[src/rtl/core/brlc_pkg.sv]
// ----------------------------------------------------------------------------
// brlc_pkg: shared types and constants of the byte run-length codec
// Status codes, mode codes, register map and the command passed from the
// front end to the back end through the command queue.
// ----------------------------------------------------------------------------
package brlc_pkg;

  localparam int unsigned LaneBytes = 4;
  localparam int unsigned CapW      = 24;
  localparam int unsigned ProdW     = 25;

  // longest run held before a pair is forced out
  localparam logic [7:0] MaxRun = 8'd255;

  typedef enum logic [1:0] {
    StatusOk      = 2'd0,
    StatusFull    = 2'd1,
    StatusZeroRun = 2'd2,
    StatusOddLen  = 2'd3
  } status_e;

  typedef enum logic {
    ModeCompress = 1'b0,
    ModeExpand   = 1'b1
  } mode_e;

  typedef enum logic {
    RegMode     = 1'b0,
    RegCapacity = 1'b1
  } reg_idx_e;

  // rep = 0: data holds count bytes, already packed (count <= 4)
  // rep = 1: data[7:0] is repeated count times
  typedef struct packed {
    logic            rep;
    logic [31:0]     data;
    logic [7:0]      count;
    logic            eom;
    status_e         status;
    logic [CapW-1:0] total;
  } cmd_t;

  typedef struct packed {
    mode_e           mode;
    logic [CapW-1:0] capacity;
    logic            clear;
  } cfg_t;

endpackage

[src/rtl/core/brlc_intf.sv]
// ----------------------------------------------------------------------------
// brlc_intf: request channels of the byte run-length codec
// Input channel carries one message byte, output channel one result word.
// ----------------------------------------------------------------------------
interface brlc_in_if;
  logic       valid;
  logic       ready;
  logic [7:0] data_byte;
  logic       in_last;

  modport source (output valid, output data_byte, output in_last, input ready);
  modport sink   (input valid, input data_byte, input in_last, output ready);
endinterface

interface brlc_out_if;
  logic        valid;
  logic        ready;
  logic [31:0] out_bytes;
  logic [2:0]  byte_count;
  logic        end_of_message;
  logic [1:0]  status;
  logic [23:0] total_length;

  modport source (output valid, output out_bytes, output byte_count,
                  output end_of_message, output status, output total_length,
                  input ready);
  modport sink   (input valid, input out_bytes, input byte_count,
                  input end_of_message, input status, input total_length,
                  output ready);
endinterface

[src/rtl/core/brlc_front.sv]
// ----------------------------------------------------------------------------
// brlc_front: input front end
// Tracks runs / pending count bytes, checks capacity and turns each request
// into at most one command for the back end.
// ----------------------------------------------------------------------------
module brlc_front (
  input  logic               clk_i,
  input  logic               rst_ni,
  input  brlc_pkg::cfg_t     cfg_i,
  brlc_in_if.sink            in_i,
  input  logic               q_full_i,
  output logic               push_o,
  output brlc_pkg::cmd_t     cmd_o
);

  localparam logic [brlc_pkg::ProdW-1:0] PairInc = brlc_pkg::ProdW'(2);

  logic [7:0]                 run_byte_q, run_byte_d;
  logic [7:0]                 run_len_q, run_len_d;
  logic                       run_open_q, run_open_d;
  logic [brlc_pkg::ProdW-1:0] prod_q, prod_d, prod_new, cap_ext;
  logic                       discard_q, discard_d;
  logic                       accept, ext, pair_out, eom;
  logic [7:0]                 din;
  brlc_pkg::status_e          status;

  assign in_i.ready = !q_full_i;
  assign accept     = in_i.valid && in_i.ready;
  assign din        = in_i.data_byte;
  assign cap_ext    = {1'b0, cfg_i.capacity};

  // run continues with this byte
  assign ext      = run_open_q && (din == run_byte_q) && (run_len_q < brlc_pkg::MaxRun);
  assign pair_out = run_open_q && !ext;

  always_comb begin
    run_byte_d = run_byte_q;
    run_len_d  = run_len_q;
    run_open_d = run_open_q;
    prod_d     = prod_q;
    discard_d  = discard_q;
    prod_new   = prod_q;
    status     = brlc_pkg::StatusOk;
    eom        = 1'b0;
    cmd_o      = '0;
    push_o     = 1'b0;

    if (accept) begin
      if (discard_q) begin
        if (in_i.in_last) begin
          discard_d = 1'b0;
        end
      end else begin
        if (cfg_i.mode == brlc_pkg::ModeCompress) begin
          if (pair_out) begin
            if (prod_q + PairInc > cap_ext) begin
              status = brlc_pkg::StatusFull;
            end else begin
              cmd_o.data[15:0] = {run_byte_q, run_len_q};
              cmd_o.count      = 8'd2;
              prod_new         = prod_q + PairInc;
            end
          end
          if (status == brlc_pkg::StatusOk) begin
            if (ext) begin
              run_len_d = run_len_q + 8'd1;
            end else begin
              run_byte_d = din;
              run_len_d  = 8'd1;
              run_open_d = 1'b1;
            end
            if (in_i.in_last) begin
              if (prod_new + PairInc > cap_ext) begin
                status = brlc_pkg::StatusFull;
              end else begin
                if (pair_out) begin
                  cmd_o.data[31:16] = {run_byte_d, run_len_d};
                end else begin
                  cmd_o.data[15:0] = {run_byte_d, run_len_d};
                end
                cmd_o.count = cmd_o.count + 8'd2;
                prod_new    = prod_new + PairInc;
              end
            end
          end
        end else begin
          if (!run_open_q) begin
            run_len_d  = din;
            run_open_d = 1'b1;
            if (in_i.in_last) begin
              status = brlc_pkg::StatusOddLen;
            end
          end else begin
            run_open_d = 1'b0;
            if (run_len_q == 8'd0) begin
              status = brlc_pkg::StatusZeroRun;
            end else if (prod_q + {17'd0, run_len_q} > cap_ext) begin
              status = brlc_pkg::StatusFull;
            end else begin
              cmd_o.rep       = 1'b1;
              cmd_o.data[7:0] = din;
              cmd_o.count     = run_len_q;
              prod_new        = prod_q + {17'd0, run_len_q};
            end
          end
        end

        eom          = in_i.in_last || (status != brlc_pkg::StatusOk);
        cmd_o.eom    = eom;
        cmd_o.status = status;
        cmd_o.total  = prod_new[brlc_pkg::CapW-1:0];
        push_o       = (cmd_o.count != 8'd0) || eom;
        if ((status != brlc_pkg::StatusOk) && !in_i.in_last) begin
          discard_d = 1'b1;
        end
        if (eom) begin
          run_byte_d = '0;
          run_len_d  = '0;
          run_open_d = 1'b0;
          prod_d     = '0;
        end else begin
          prod_d = prod_new;
        end
      end
    end

    // mode write drops the message in flight
    if (cfg_i.clear) begin
      run_byte_d = '0;
      run_len_d  = '0;
      run_open_d = 1'b0;
      prod_d     = '0;
      discard_d  = 1'b0;
    end
  end

  always_ff @(posedge clk_i or negedge rst_ni) begin
    if (!rst_ni) begin
      run_byte_q <= '0;
      run_len_q  <= '0;
      run_open_q <= 1'b0;
      prod_q     <= '0;
      discard_q  <= 1'b0;
    end else begin
      run_byte_q <= run_byte_d;
      run_len_q  <= run_len_d;
      run_open_q <= run_open_d;
      prod_q     <= prod_d;
      discard_q  <= discard_d;
    end
  end

endmodule

[src/rtl/core/brlc_queue.sv]
// ----------------------------------------------------------------------------
// brlc_queue: command queue between front and back end
// Small register FIFO, head visible combinationally.
// ----------------------------------------------------------------------------
module brlc_queue #(
  parameter int unsigned DEPTH = 2
) (
  input  logic           clk_i,
  input  logic           rst_ni,
  input  logic           push_i,
  input  brlc_pkg::cmd_t cmd_i,
  input  logic           pop_i,
  output brlc_pkg::cmd_t head_o,
  output logic           valid_o,
  output logic           full_o
);

  localparam int unsigned PtrW = (DEPTH > 1) ? $clog2(DEPTH) : 1;
  localparam int unsigned CntW = $clog2(DEPTH + 1);
  localparam logic [PtrW-1:0] LastPtr = PtrW'(DEPTH - 1);
  localparam logic [CntW-1:0] FullCnt = CntW'(DEPTH);

  brlc_pkg::cmd_t  mem_q [DEPTH];
  logic [PtrW-1:0] wr_q, wr_d, rd_q, rd_d;
  logic [CntW-1:0] cnt_q, cnt_d;
  logic            do_push, do_pop;

  assign valid_o = (cnt_q != '0);
  assign full_o  = (cnt_q == FullCnt);
  assign head_o  = mem_q[rd_q];
  assign do_push = push_i && !full_o;
  assign do_pop  = pop_i && valid_o;

  always_comb begin
    wr_d  = wr_q;
    rd_d  = rd_q;
    cnt_d = cnt_q;
    if (do_push) begin
      wr_d = (wr_q == LastPtr) ? '0 : wr_q + PtrW'(1);
    end
    if (do_pop) begin
      rd_d = (rd_q == LastPtr) ? '0 : rd_q + PtrW'(1);
    end
    if (do_push && !do_pop) begin
      cnt_d = cnt_q + CntW'(1);
    end else if (do_pop && !do_push) begin
      cnt_d = cnt_q - CntW'(1);
    end
  end

  always_ff @(posedge clk_i or negedge rst_ni) begin
    if (!rst_ni) begin
      wr_q  <= '0;
      rd_q  <= '0;
      cnt_q <= '0;
    end else begin
      wr_q  <= wr_d;
      rd_q  <= rd_d;
      cnt_q <= cnt_d;
    end
  end

  always_ff @(posedge clk_i) begin
    if (do_push) begin
      mem_q[wr_q] <= cmd_i;
    end
  end

endmodule

[src/rtl/core/brlc_back.sv]
// ----------------------------------------------------------------------------
// brlc_back: output back end
// Splits the head command into result words of up to four bytes and holds
// each in the output register until the receiver takes it.
// ----------------------------------------------------------------------------
module brlc_back (
  input  logic           clk_i,
  input  logic           rst_ni,
  input  brlc_pkg::cmd_t head_i,
  input  logic           head_valid_i,
  output logic           pop_o,
  brlc_out_if.source     out_o
);

  localparam logic [7:0] LaneCnt = 8'(brlc_pkg::LaneBytes);

  logic              vld_q;
  logic              started_q, started_d;
  logic [7:0]        rem_q, rem_d, cur_rem;
  logic              load, last_word;
  logic [2:0]        nb;
  logic [31:0]       word;
  logic [31:0]       bytes_q;
  logic [2:0]        cnt_q;
  logic              eom_q;
  logic [1:0]        status_q;
  logic [23:0]       total_q;

  assign cur_rem   = started_q ? rem_q : head_i.count;
  assign last_word = (cur_rem <= LaneCnt);
  assign nb        = last_word ? cur_rem[2:0] : 3'(brlc_pkg::LaneBytes);
  assign load      = head_valid_i && (!vld_q || out_o.ready);
  assign pop_o     = load && last_word;

  always_comb begin
    word = head_i.data;
    if (head_i.rep) begin
      for (int k = 0; k < 4; k++) begin
        word[8*k +: 8] = (3'(k) < nb) ? head_i.data[7:0] : 8'd0;
      end
    end
  end

  always_comb begin
    started_d = started_q;
    rem_d     = rem_q;
    if (load) begin
      started_d = !last_word;
      rem_d     = cur_rem - LaneCnt;
    end
  end

  always_ff @(posedge clk_i or negedge rst_ni) begin
    if (!rst_ni) begin
      vld_q     <= 1'b0;
      started_q <= 1'b0;
      rem_q     <= '0;
    end else begin
      if (load) begin
        vld_q <= 1'b1;
      end else if (out_o.ready) begin
        vld_q <= 1'b0;
      end
      started_q <= started_d;
      rem_q     <= rem_d;
    end
  end

  always_ff @(posedge clk_i) begin
    if (load) begin
      bytes_q  <= word;
      cnt_q    <= nb;
      eom_q    <= head_i.eom && last_word;
      status_q <= (head_i.eom && last_word) ? head_i.status : brlc_pkg::StatusOk;
      total_q  <= (head_i.eom && last_word) ? head_i.total : '0;
    end
  end

  assign out_o.valid          = vld_q;
  assign out_o.out_bytes      = bytes_q;
  assign out_o.byte_count     = cnt_q;
  assign out_o.end_of_message = eom_q;
  assign out_o.status         = status_q;
  assign out_o.total_length   = total_q;

endmodule

[src/rtl/core/byte_run_length_codec_unit.sv]
// ----------------------------------------------------------------------------
// byte_run_length_codec_unit: byte run-length codec, top level
// Compresses bytes into (count, value) pairs or expands pairs back into
// bytes, packed into 32-bit result words with an end-of-message word.
// ----------------------------------------------------------------------------
// Usage
//   in_i  : one message byte per request, in_last on the final byte.
//   out_o : result words, up to four bytes each, first byte in bits 7:0;
//           the last word of a message has end_of_message, status and the
//           message's total output length.
//   APB   : reg 0 (addr 0) mode, 0 compress / 1 expand; reg 1 (addr 4)
//           output capacity in bytes. Write only while idle; writing mode
//           drops any message in progress.
// Timing
//   With the queue empty and the output register free, an accepted request
//   goes into the command queue and its first word is then loaded into the
//   output register. Compress takes one byte a cycle while the queue has
//   room. Expand takes two requests per pair and splits it into ceil(count/4)
//   words, one per cycle out of the back end while the receiver takes them;
//   the input stalls once the command queue (QUEUE_DEPTH entries) is full.
// Reset
//   Mode compress, capacity all ones, queue and output register empty. No
//   clearing pass. A stalled receiver holds the output word; the front end
//   keeps taking requests until the queue fills.
// ----------------------------------------------------------------------------
module byte_run_length_codec_unit #(
  parameter int unsigned QUEUE_DEPTH = 2
) (
  input  logic        clk_i,
  input  logic        rst_ni,
  brlc_in_if.sink     in_i,
  brlc_out_if.source  out_o,
  input  logic        psel,
  input  logic        penable,
  input  logic        pwrite,
  input  logic [2:0]  paddr,
  input  logic [31:0] pwdata,
  output logic [31:0] prdata,
  output logic        pready
);

  brlc_pkg::mode_e                mode_q;
  logic [brlc_pkg::CapW-1:0]      cap_q;
  logic                           wr_en;
  brlc_pkg::reg_idx_e             reg_idx;
  brlc_pkg::cfg_t                 cfg;

  logic                           q_push, q_pop, q_valid, q_full;
  brlc_pkg::cmd_t                 q_in, q_head;

  // register file: write on access phase
  assign pready  = 1'b1;
  assign reg_idx = brlc_pkg::reg_idx_e'(paddr[2]);
  assign wr_en   = psel && penable && pwrite && pready;

  always_ff @(posedge clk_i or negedge rst_ni) begin
    if (!rst_ni) begin
      mode_q <= brlc_pkg::ModeCompress;
      cap_q  <= '1;
    end else if (wr_en) begin
      case (reg_idx)
        brlc_pkg::RegMode:     mode_q <= brlc_pkg::mode_e'(pwdata[0]);
        brlc_pkg::RegCapacity: cap_q  <= pwdata[brlc_pkg::CapW-1:0];
        default: ;
      endcase
    end
  end

  always_comb begin
    case (reg_idx)
      brlc_pkg::RegMode:     prdata = {31'd0, mode_q};
      brlc_pkg::RegCapacity: prdata = {8'd0, cap_q};
      default:               prdata = '0;
    endcase
  end

  assign cfg.mode     = mode_q;
  assign cfg.capacity = cap_q;
  assign cfg.clear    = wr_en && (reg_idx == brlc_pkg::RegMode);

  // front end: run tracking and checks
  brlc_front u_front (
    .clk_i    (clk_i),
    .rst_ni   (rst_ni),
    .cfg_i    (cfg),
    .in_i     (in_i),
    .q_full_i (q_full),
    .push_o   (q_push),
    .cmd_o    (q_in)
  );

  // decouples front and back
  brlc_queue #(
    .DEPTH (QUEUE_DEPTH)
  ) u_queue (
    .clk_i   (clk_i),
    .rst_ni  (rst_ni),
    .push_i  (q_push),
    .cmd_i   (q_in),
    .pop_i   (q_pop),
    .head_o  (q_head),
    .valid_o (q_valid),
    .full_o  (q_full)
  );

  // back end: word packing and output register
  brlc_back u_back (
    .clk_i        (clk_i),
    .rst_ni       (rst_ni),
    .head_i       (q_head),
    .head_valid_i (q_valid),
    .pop_o        (q_pop),
    .out_o        (out_o)
  );

`ifndef SYNTH
  // only the final word carries status and length
  a_non_final_clean: assert property (@(posedge clk_i) disable iff (!rst_ni)
    out_o.valid && !out_o.end_of_message |->
      out_o.status == brlc_pkg::StatusOk && out_o.total_length == '0)
    else $error("non-final word carries status or length");

  a_byte_count: assert property (@(posedge clk_i) disable iff (!rst_ni)
    out_o.valid |-> out_o.byte_count <= 3'(brlc_pkg::LaneBytes))
    else $error("byte_count above lane count");

  a_no_overflow: assert property (@(posedge clk_i) disable iff (!rst_ni)
    q_push |-> !q_full)
    else $error("command pushed into full queue");

  a_pop_valid: assert property (@(posedge clk_i) disable iff (!rst_ni)
    q_pop |-> q_valid)
    else $error("pop from empty queue");
`endif

endmodule

[src/flat_wrapper.sv]
// flat-port wrapper written by rule: the top's interface ports become plain ports
module byte_run_length_codec_unit_flat 
#(
  parameter int unsigned QUEUE_DEPTH = 2
)
  (clk_i, rst_ni, psel, penable, pwrite, paddr, pwdata, prdata, pready, in_i_valid, in_i_data_byte, in_i_in_last, in_i_ready, out_o_valid, out_o_out_bytes, out_o_byte_count, out_o_end_of_message, out_o_status, out_o_total_length, out_o_ready);
  brlc_in_if in_i_i ();
  brlc_out_if out_o_i ();
  input  logic clk_i;
  input  logic rst_ni;
  input  logic psel;
  input  logic penable;
  input  logic pwrite;
  input  logic [2:0] paddr;
  input  logic [31:0] pwdata;
  output logic [31:0] prdata;
  output logic pready;
  input wire logic [$bits(in_i_i.valid)-1:0] in_i_valid;
  input wire logic [$bits(in_i_i.data_byte)-1:0] in_i_data_byte;
  input wire logic [$bits(in_i_i.in_last)-1:0] in_i_in_last;
  output wire logic [$bits(in_i_i.ready)-1:0] in_i_ready;
  output wire logic [$bits(out_o_i.valid)-1:0] out_o_valid;
  output wire logic [$bits(out_o_i.out_bytes)-1:0] out_o_out_bytes;
  output wire logic [$bits(out_o_i.byte_count)-1:0] out_o_byte_count;
  output wire logic [$bits(out_o_i.end_of_message)-1:0] out_o_end_of_message;
  output wire logic [$bits(out_o_i.status)-1:0] out_o_status;
  output wire logic [$bits(out_o_i.total_length)-1:0] out_o_total_length;
  input wire logic [$bits(out_o_i.ready)-1:0] out_o_ready;
  assign in_i_i.valid = in_i_valid;
  assign in_i_i.data_byte = in_i_data_byte;
  assign in_i_i.in_last = in_i_in_last;
  assign in_i_ready = in_i_i.ready;
  assign out_o_valid = out_o_i.valid;
  assign out_o_out_bytes = out_o_i.out_bytes;
  assign out_o_byte_count = out_o_i.byte_count;
  assign out_o_end_of_message = out_o_i.end_of_message;
  assign out_o_status = out_o_i.status;
  assign out_o_total_length = out_o_i.total_length;
  assign out_o_i.ready = out_o_ready;
  byte_run_length_codec_unit #(.QUEUE_DEPTH(QUEUE_DEPTH)) u_core (.clk_i(clk_i), .rst_ni(rst_ni), .in_i(in_i_i), .out_o(out_o_i), .psel(psel), .penable(penable), .pwrite(pwrite), .paddr(paddr), .pwdata(pwdata), .prdata(prdata), .pready(pready));
endmodule
[config.mk]
export PLATFORM = sky130hd
export DESIGN_NAME = byte_run_length_codec_unit_flat
export DESIGN_NICKNAME = d
export VERILOG_FILES = /design/src/rtl/core/brlc_pkg.sv /design/src/rtl/core/brlc_intf.sv /design/src/rtl/core/brlc_front.sv /design/src/rtl/core/brlc_queue.sv /design/src/rtl/core/brlc_back.sv /design/src/rtl/core/byte_run_length_codec_unit.sv /design/src/flat_wrapper.sv
export SDC_FILE = /design/constraint.sdc
export NUM_CORES = 1
export LEC_CHECK = 0
export BUFFER_PORTS_ARGS = -buffer_cell sky130_fd_sc_hd__buf_4
export CAP_MARGIN = 30
export CORE_AREA = 2 2 164 166
export CTS_CLUSTER_SIZE = 30
export DETAILED_ROUTE_END_ITERATION = 6
export DIE_AREA = 0 0 166 168
export GPL_ROUTABILITY_DRIVEN = 0
export HOLD_SLACK_MARGIN = 0.15
export PLACE_DENSITY = 0.88
export SYNTH_ARGS = -nofsm -noshare
export SYNTH_HDL_FRONTEND = slang
export SYNTH_SLANG_ARGS = --single-unit
[constraint.sdc]
create_clock -name clk_i -period 24.1 [get_ports clk_i]
set_input_delay 3.615 -clock clk_i [delete_from_list [all_inputs] [get_ports clk_i]]
set_output_delay 3.615 -clock clk_i [all_outputs]
set_load 0.03 [all_outputs]
-- Word-level counts from Yosys, hierarchy flattened
Memory sizes are Yosys's and may differ from the RTL's.
Cells that the tools add are included.
- RAM bits: 136
- output and inout bits: 97
- bits in registers: 144
- memories kept: 1
- magnitude comparators: 9
- bitwise gates (word level): 1
- eq/ne operators: 9
- reduce and logical (&&, ||, !) cells: 42
- muxes and demuxes: 100
- $add $sub $neg: 10
- memories (name ; words ; width ; read ports ; clocked after memory_dff ; wr ports ; line ; text):
    u_core.u_queue.mem_q ; 2 ; 68 ; 1 ; 0 ; 1 ; brlc_queue.sv:23 ; brlc_pkg::cmd_t mem_q [DEPTH];
- operators by type and width (kind ; number):
    2-to-1 mux 25 bit ; 16
    2-to-1 mux 8 bit ; 20
    2-to-1 mux 24 bit ; 6
    2-to-1 mux 68 bit ; 2
    2-to-1 mux 16 bit ; 8
    2-to-1 mux 40 bit ; 3
    greater-than comparator 25 x 24 -> 1 bit ; 3
    case mux 32 bit (2 select lines) ; 1
    adder 25 x 2 -> 25 bit, second input constant ; 2
    2-to-1 mux 32 bit ; 1
    2-to-1 mux 1 bit ; 28
    2-to-1 mux 2 bit ; 14
    adder 25 x 8 -> 25 bit ; 1
    inequality test 4 bit, second input constant ; 4
    logical AND 1 bit ; 15
    AND reduction 4 bit ; 3
    nonzero test 2 bit ; 5
    adder 8 x 1 -> 8 bit, second input constant ; 1
    adder 8 x 2 -> 8 bit, second input constant ; 1
    equality test 8 bit ; 1
    less-or-equal comparator 8 x 3 -> 1 bit, second input constant ; 1
    zero test 8 bit ; 1
    < comparator 8 bit, second input constant ; 1
    nonzero test 8 bit ; 1
    19 further kinds ; 32

-- Logic depth before layout (Yosys ltp)
- depth after elaboration: 27
- gate-level depth with buffers: 45
- mapped depth without buffers: 41

-- Hierarchy
Synthesis repeated with hierarchy kept, for this count alone.
- cell total of the unflattened synthesis: 1649
- area, all modules: 17840.9 um^2
- by module, submodules not included (module ; seq. area each (um^2) ; instances ; cells an instance ; area an instance (um^2)):
    brlc_front ; 1076.0 ; 1 ; 1077 ; 8062.7
    brlc_queue ; 4184.0 ; 1 ; 231 ; 5147.4
    brlc_back ; 2112.0 ; 1 ; 249 ; 3324.4
    byte_run_length_codec_unit ; 655.6 ; 1 ; 92 ; 1306.3

-- Worst setup path before layout
OpenSTA, ideal clock, no wires.
- path type: in2reg
- start point: input in_i_data_byte[5]
- end point: memory u_core.u_queue.mem_q[0][0] in the netlist's numbering (enable)
- slack: 11.280 ns
- stages on the path: 34
- data arrival time: 12.318 ns
- path buffers: 4
- data required time: 23.597 ns
- cells stage by stage: xnor2_1 -> nand4_1 -> o41a_2 -> and3_1 -> buf_6 -> buf_2 -> nand2_1 -> inv_2 -> clkbuf_1 -> buf_1 -> nand2_1 -> o21ai_0 -> ha_1 -> nand2b_1 -> mux2_2 -> a211oi_1 -> nor2b_1 -> nor2b_1 -> nand3_1 -> xor2_1 -> ha_1 -> nand4_1 -> nor4_1 -> a21oi_1 -> nand2_1 -> a21oi_1 -> nor3_1 -> o21a_1 -> ha_1 -> nand2_1 -> o21ai_0 -> a21oi_1 -> a31oi_1 -> nor2b_1
- cells in the longest elaborated chain, start to end: 25
- RTL lines (item ; line ; text):
    start, declared ; flat_wrapper.sv:19 ; input wire logic [$bits(in_i_i.data_byte)-1:0] in_i_data_byte;
    equality test 8 bit (*) ; brlc_front.sv:33 ; assign ext = run_open_q && (din == run_byte_q) && (run_len_q < brlc_pkg::MaxRun);
    logical AND 1 bit (*) (2 in a row) ; brlc_front.sv:33 ;
    zero test 1 bit (*) ; brlc_front.sv:34 ; assign pair_out = run_open_q && !ext;
    logical AND 1 bit (*) ; brlc_front.sv:34 ;
    2-to-1 mux 25 bit ; brlc_front.sv:55 ; if (pair_out) begin
    2-to-1 mux 25 bit ; brlc_front.sv:54 ; if (cfg_i.mode == brlc_pkg::ModeCompress) begin
    2-to-1 mux 25 bit ; brlc_front.sv:49 ; if (discard_q) begin
    2-to-1 mux 25 bit ; brlc_front.sv:48 ; if (accept) begin
    (+9 left out) ; -- ;
    logical OR 1 bit ; brlc_front.sv:108 ; eom = in_i.in_last || (status != brlc_pkg::StatusOk);
    logical OR 1 bit (*) ; brlc_front.sv:112 ; push_o = (cmd_o.count != 8'd0) || eom;
    2-to-1 mux 1 bit (*) ; brlc_front.sv:49 ;
    2-to-1 mux 1 bit (*) ; brlc_front.sv:48 ;
    logical AND 1 bit (*) ; brlc_queue.sv:31 ; assign do_push = push_i && !full_o;
    net u_core.u_queue.do_push ; brlc_queue.sv:26 ; logic do_push, do_pop;
    2-to-1 mux 1 bit (*) ; brlc_queue.sv:64 ; if (do_push) begin
    2-to-1 mux 1 bit (implied by the code) (*) ; brlc_queue.sv:65 ; mem_q[wr_q] <= cmd_i;
    end, declared ; brlc_queue.sv:23 ;
The timed path passes the listed nets; every way through them passes the cells marked *. The select of a mux whose other input is x is not followed.

-- Worst setup path after layout
- start point: input in_i_data_byte[5]
- end point: memory u_core.u_queue.mem_q[1][21] in the netlist's numbering (enable)
The elaborated chain is that of the path after synthesis.

==> key figures <==
Outcome
  • Status: complete, no violations

Power
  • Clk pwr share: 22.8%
  • Pwr dens: about 96 nW/um^2
  • Sw Ratio: between 30% and 40%
  • Internal power: 1.14 mW
  • Reg power frac: 40.6%
  • Net Switching: 0.702 mW
  • Peak supply drop: 0.0815 mV
  • Leak: 7.41 nW
  • Logic pwr share: 36.6%

GRT
  • Total global routing overflow: 0
  • Initial antenna violation count: 0
  • First-pass GRT wire length: between 70000 and 80000 um
  • Largest net degree at the start of global routing: 80
  • Vias in the first global route: 13744
  • Gr usage total: 32.5%

Worst setup path
  • R2R Path End: u_core.u_queue.mem_q[1][21]
  • FF-to-FF setup slack: around 12 ns
  • Setup crit start: in_i_data_byte[5]
  • CP max FO: 61
  • CP max stage delay: 0.74 ns
  • CP Class: input port to flop
  • Most common cell on crit path: nand2_1
  • Worst r2r src: u_core.u_front.prod_q[1]
  • CP arrival: ~13 ns
  • Worst path required time: 24.27 ns
  • Startpoint Class: input port
  • CP max-delay cell: nor3_1
  • Kind of capture point of the worst setup path: flop
  • Worst R2R Path Depth: 39

Clocking
  • H-tree Lvls: 1
  • Setup bufs post-CTS: 0
  • Max clock buf depth: 3
  • TritonCTS buffer count: 28
  • CTS tree: yes
  • Clock latency on the worst-skew pair: between 0.5 and 0.6 ns
  • CTS clock-pin slew for the worst setup and hold paths: 0.06 ns
  • Clk root buf: clkbuf_16
  • Hold buffers post-CTS: 0
  • # resized after CTS: 0
  • Sink Count: 280

Layout
  • Post-route cell area: 19200 um^2
  • Commonest non-fill, non-tap cells in the layout: edfxtp_1, nor2_1, buf_4
  • Fin nets: 1892
  • Area Growth Syn to Fin: 12.4%
  • Core Util, Final: 72.9%
  • Ant. Diodes: 0
  • Share of cells above drive strength 1: between 10% and 20%
  • Most common cell after layout, fill and taps aside: edfxtp_1
  • Fill cell count: 1778

STA
  • Fin crit share: a little over 50%
  • Tightest Pin Transition: 1.13 ns
  • Rel. slew slack: around a quarter
  • Fin Clk Skew: 0.0136 ns
  • Pins Over Slew Limit: 0
  • WHS: 0.496 ns
  • Total Neg Setup Slack: 0 ns
  • Final setup viols: 0
  • RSZ-0062 raised after global routing: false
  • Final Hold Vio Count: 0
  • Final WS setup: around 12 ns
  • Peak Freq: 80.9 MHz
  • Minimum clock period: 12.36 ns

Synth
  • Synth Area per Inst: roughly 10 um^2
  • Mapped cell area: 17100 um^2
  • EDFF count, synth: 198
  • Yosys Warn Count: 0
  • Top_reg_cell synth: edfxtp_1
  • #FFs+latches synth: 280
  • Sequential area share after synthesis: 47.0%
  • Synth cell types: 86
  • Ys async rst share: 29.3%
  • Synth Instances: 1656

Hold path
  • Min-Delay Startpoint: u_core.u_queue.cnt_q[1]
  • Worst min path class: flop to flop
  • Hold path cells: 1
  • Worst hold endpoint: u_core.u_queue.cnt_q[1]

Detailed routing
  • Total Routed Length: 46300 um
  • Post-DR wirelength/cell: 21.9 um
  • Detail Route Antenna Nets: 0
  • DR DRC count: 0
  • DR vias/cell: 6.75
  • Initial drt markers: 2435
  • Vias: 14274
  • TritonRoute pass-1 iters: 7

Die
  • Initial Util: around two thirds
  • Row cnt: 60
  • Full die area: 27900 um^2
  • Die H: 168 um
  • Die X: 166 um
  • Core Area: 26400 um^2
  • Io pins: 148

Flow run
  • Max Cap Viol: 0

Placement
  • PortBufs: 128
  • Post-DP Area: 18300 um^2
  • DP HPWL: 33000 um
  • Post-Place Worst Slack: between 10 and 15 ns
-- area by class of cell --
type                       count  area [um^2]  share of cell area (%)
clock buffer                  45          846                    4.40
clock inverter                 7         43.8                   0.228
inverter                      60          225                    1.17
multi-input combinational   1235         8480                    44.1
sequential                   280         8030                    41.8
tap                          341          427                    2.22
timing repair buffer         148         1160                    6.02
-- routing by layer --
metal	GRT usage, %	share of wire [%]
met1	42.5	38
met2	53.1	46
met3	5.41	11
met4	15.8	5.7
met5	0	0
-- power by group through the flow --
stage / clock [mW] / sequential [mW] / combinational, mW
2_1_floorplan: 0 / 0.810 / 0.381
3_3_place_gp: 0 / 0.743 / 0.624
3_5_place_dp: 0 / 0.754 / 0.652
4_1_cts: 0.424 / 0.746 / 0.658
5_1_grt: 0.445 / 0.760 / 0.717
6_report: 0.420 / 0.748 / 0.673
-- stage by stage --
| step | total power [mW] | instances |
|---|---|---|
| after floorplan | 1.19 | 1677 |
| after global placement | 1.37 | 2059 |
| after detailed placement | 1.41 | 2064 |
| after CTS | 1.83 | 2116 |
| after global routing | 1.92 | 2116 |
| final | 1.84 | 2116 |
-- worst max-delay path, delay by kind of cell --
kind / cells / cell delay [ns]
compound gates: 9 / 2.44
fa+ha+maj: 3 / 0.81
simple gates: 13 / 3.41
mux: 1 / 0.31
buf+inv: 4 / 1.47
xor+xnor: 2 / 0.37
-- kinds of logic (layout without fill, tap and decap cells) --
family / count (synthesis) / in the layout / share of synthesized area, %
and+or+nand+nor: 541 / 541 / 15.6
other: 2 / 23 / 0.0440
DFF: 280 / 280 / 47.0
muxes: 113 / 113 / 6.91
xor gates and xnor gates: 128 / 128 / 6.56
adders and majority gates: 88 / 88 / 6.49
AOI/OAI and AO/OA: 342 / 342 / 13.4
buffers and inverters: 162 / 260 / 4.05
-- sequential cells by signal, summed over array words and instances (netlist names) --
name	cells
u_core.u_back.out_o.out_bytes	32
u_core.u_queue.cnt_q	2
u_core.u_front.run_len_q	8
u_core.u_front.discard_q	1
u_core.u_front.run_byte_q	8
u_core.cap_q	24
u_core.u_back.out_o.valid	1
u_core.u_back.rem_q	8
u_core.u_queue.wr_q	1
u_core.u_back.out_o.byte_count	3
u_core.u_queue.mem_q	136
u_core.u_front.prod_q	25
u_core.u_back.out_o.end_of_message	1
u_core.u_front.run_open_q	1
u_core.u_back.out_o.status	2
u_core.mode_q	1
u_core.u_back.started_q	1
u_core.u_queue.rd_q	1
u_core.u_back.out_o.total_length	24
-- synthesized netlist by cell type (17+ instances only) --
cell,count,area (um^2)
edfxtp_1,198,5950
nor2_1,157,589
nand2_1,119,447
ha_1,87,1090
a21oi_1,82,410
xnor2_1,76,666
mux2i_1,73,731
inv_1,59,221
o21ai_0,59,295
clkbuf_1,58,218
dfrtp_1,58,1450
xor2_1,52,455
nand3_1,44,220
nor3_1,43,215
mux2_2,40,450
and2_1,38,238
nand4_1,38,238
o22ai_1,31,194
dfstp_2,24,631
nor4_1,18,113
o21a_1,18,135
buf_2,17,85.1
-- worst max path at each step --
stage	end	slack, ns	cells past startpoint
6_report	u_core.u_queue.mem_q[1][21]	11.74	32
3_5_place_dp	u_core.u_queue.mem_q[1][20]	11.57	32
5_1_grt	u_core.u_queue.mem_q[1][14]	11.28	39
3_3_place_gp	u_core.u_queue.mem_q[1][20]	11.71	33
4_1_cts	u_core.u_queue.mem_q[1][52]	12.11	32
2_1_floorplan	u_core.u_queue.mem_q[0][0]	11.28	34
Power figures use the tool's default switching activity.
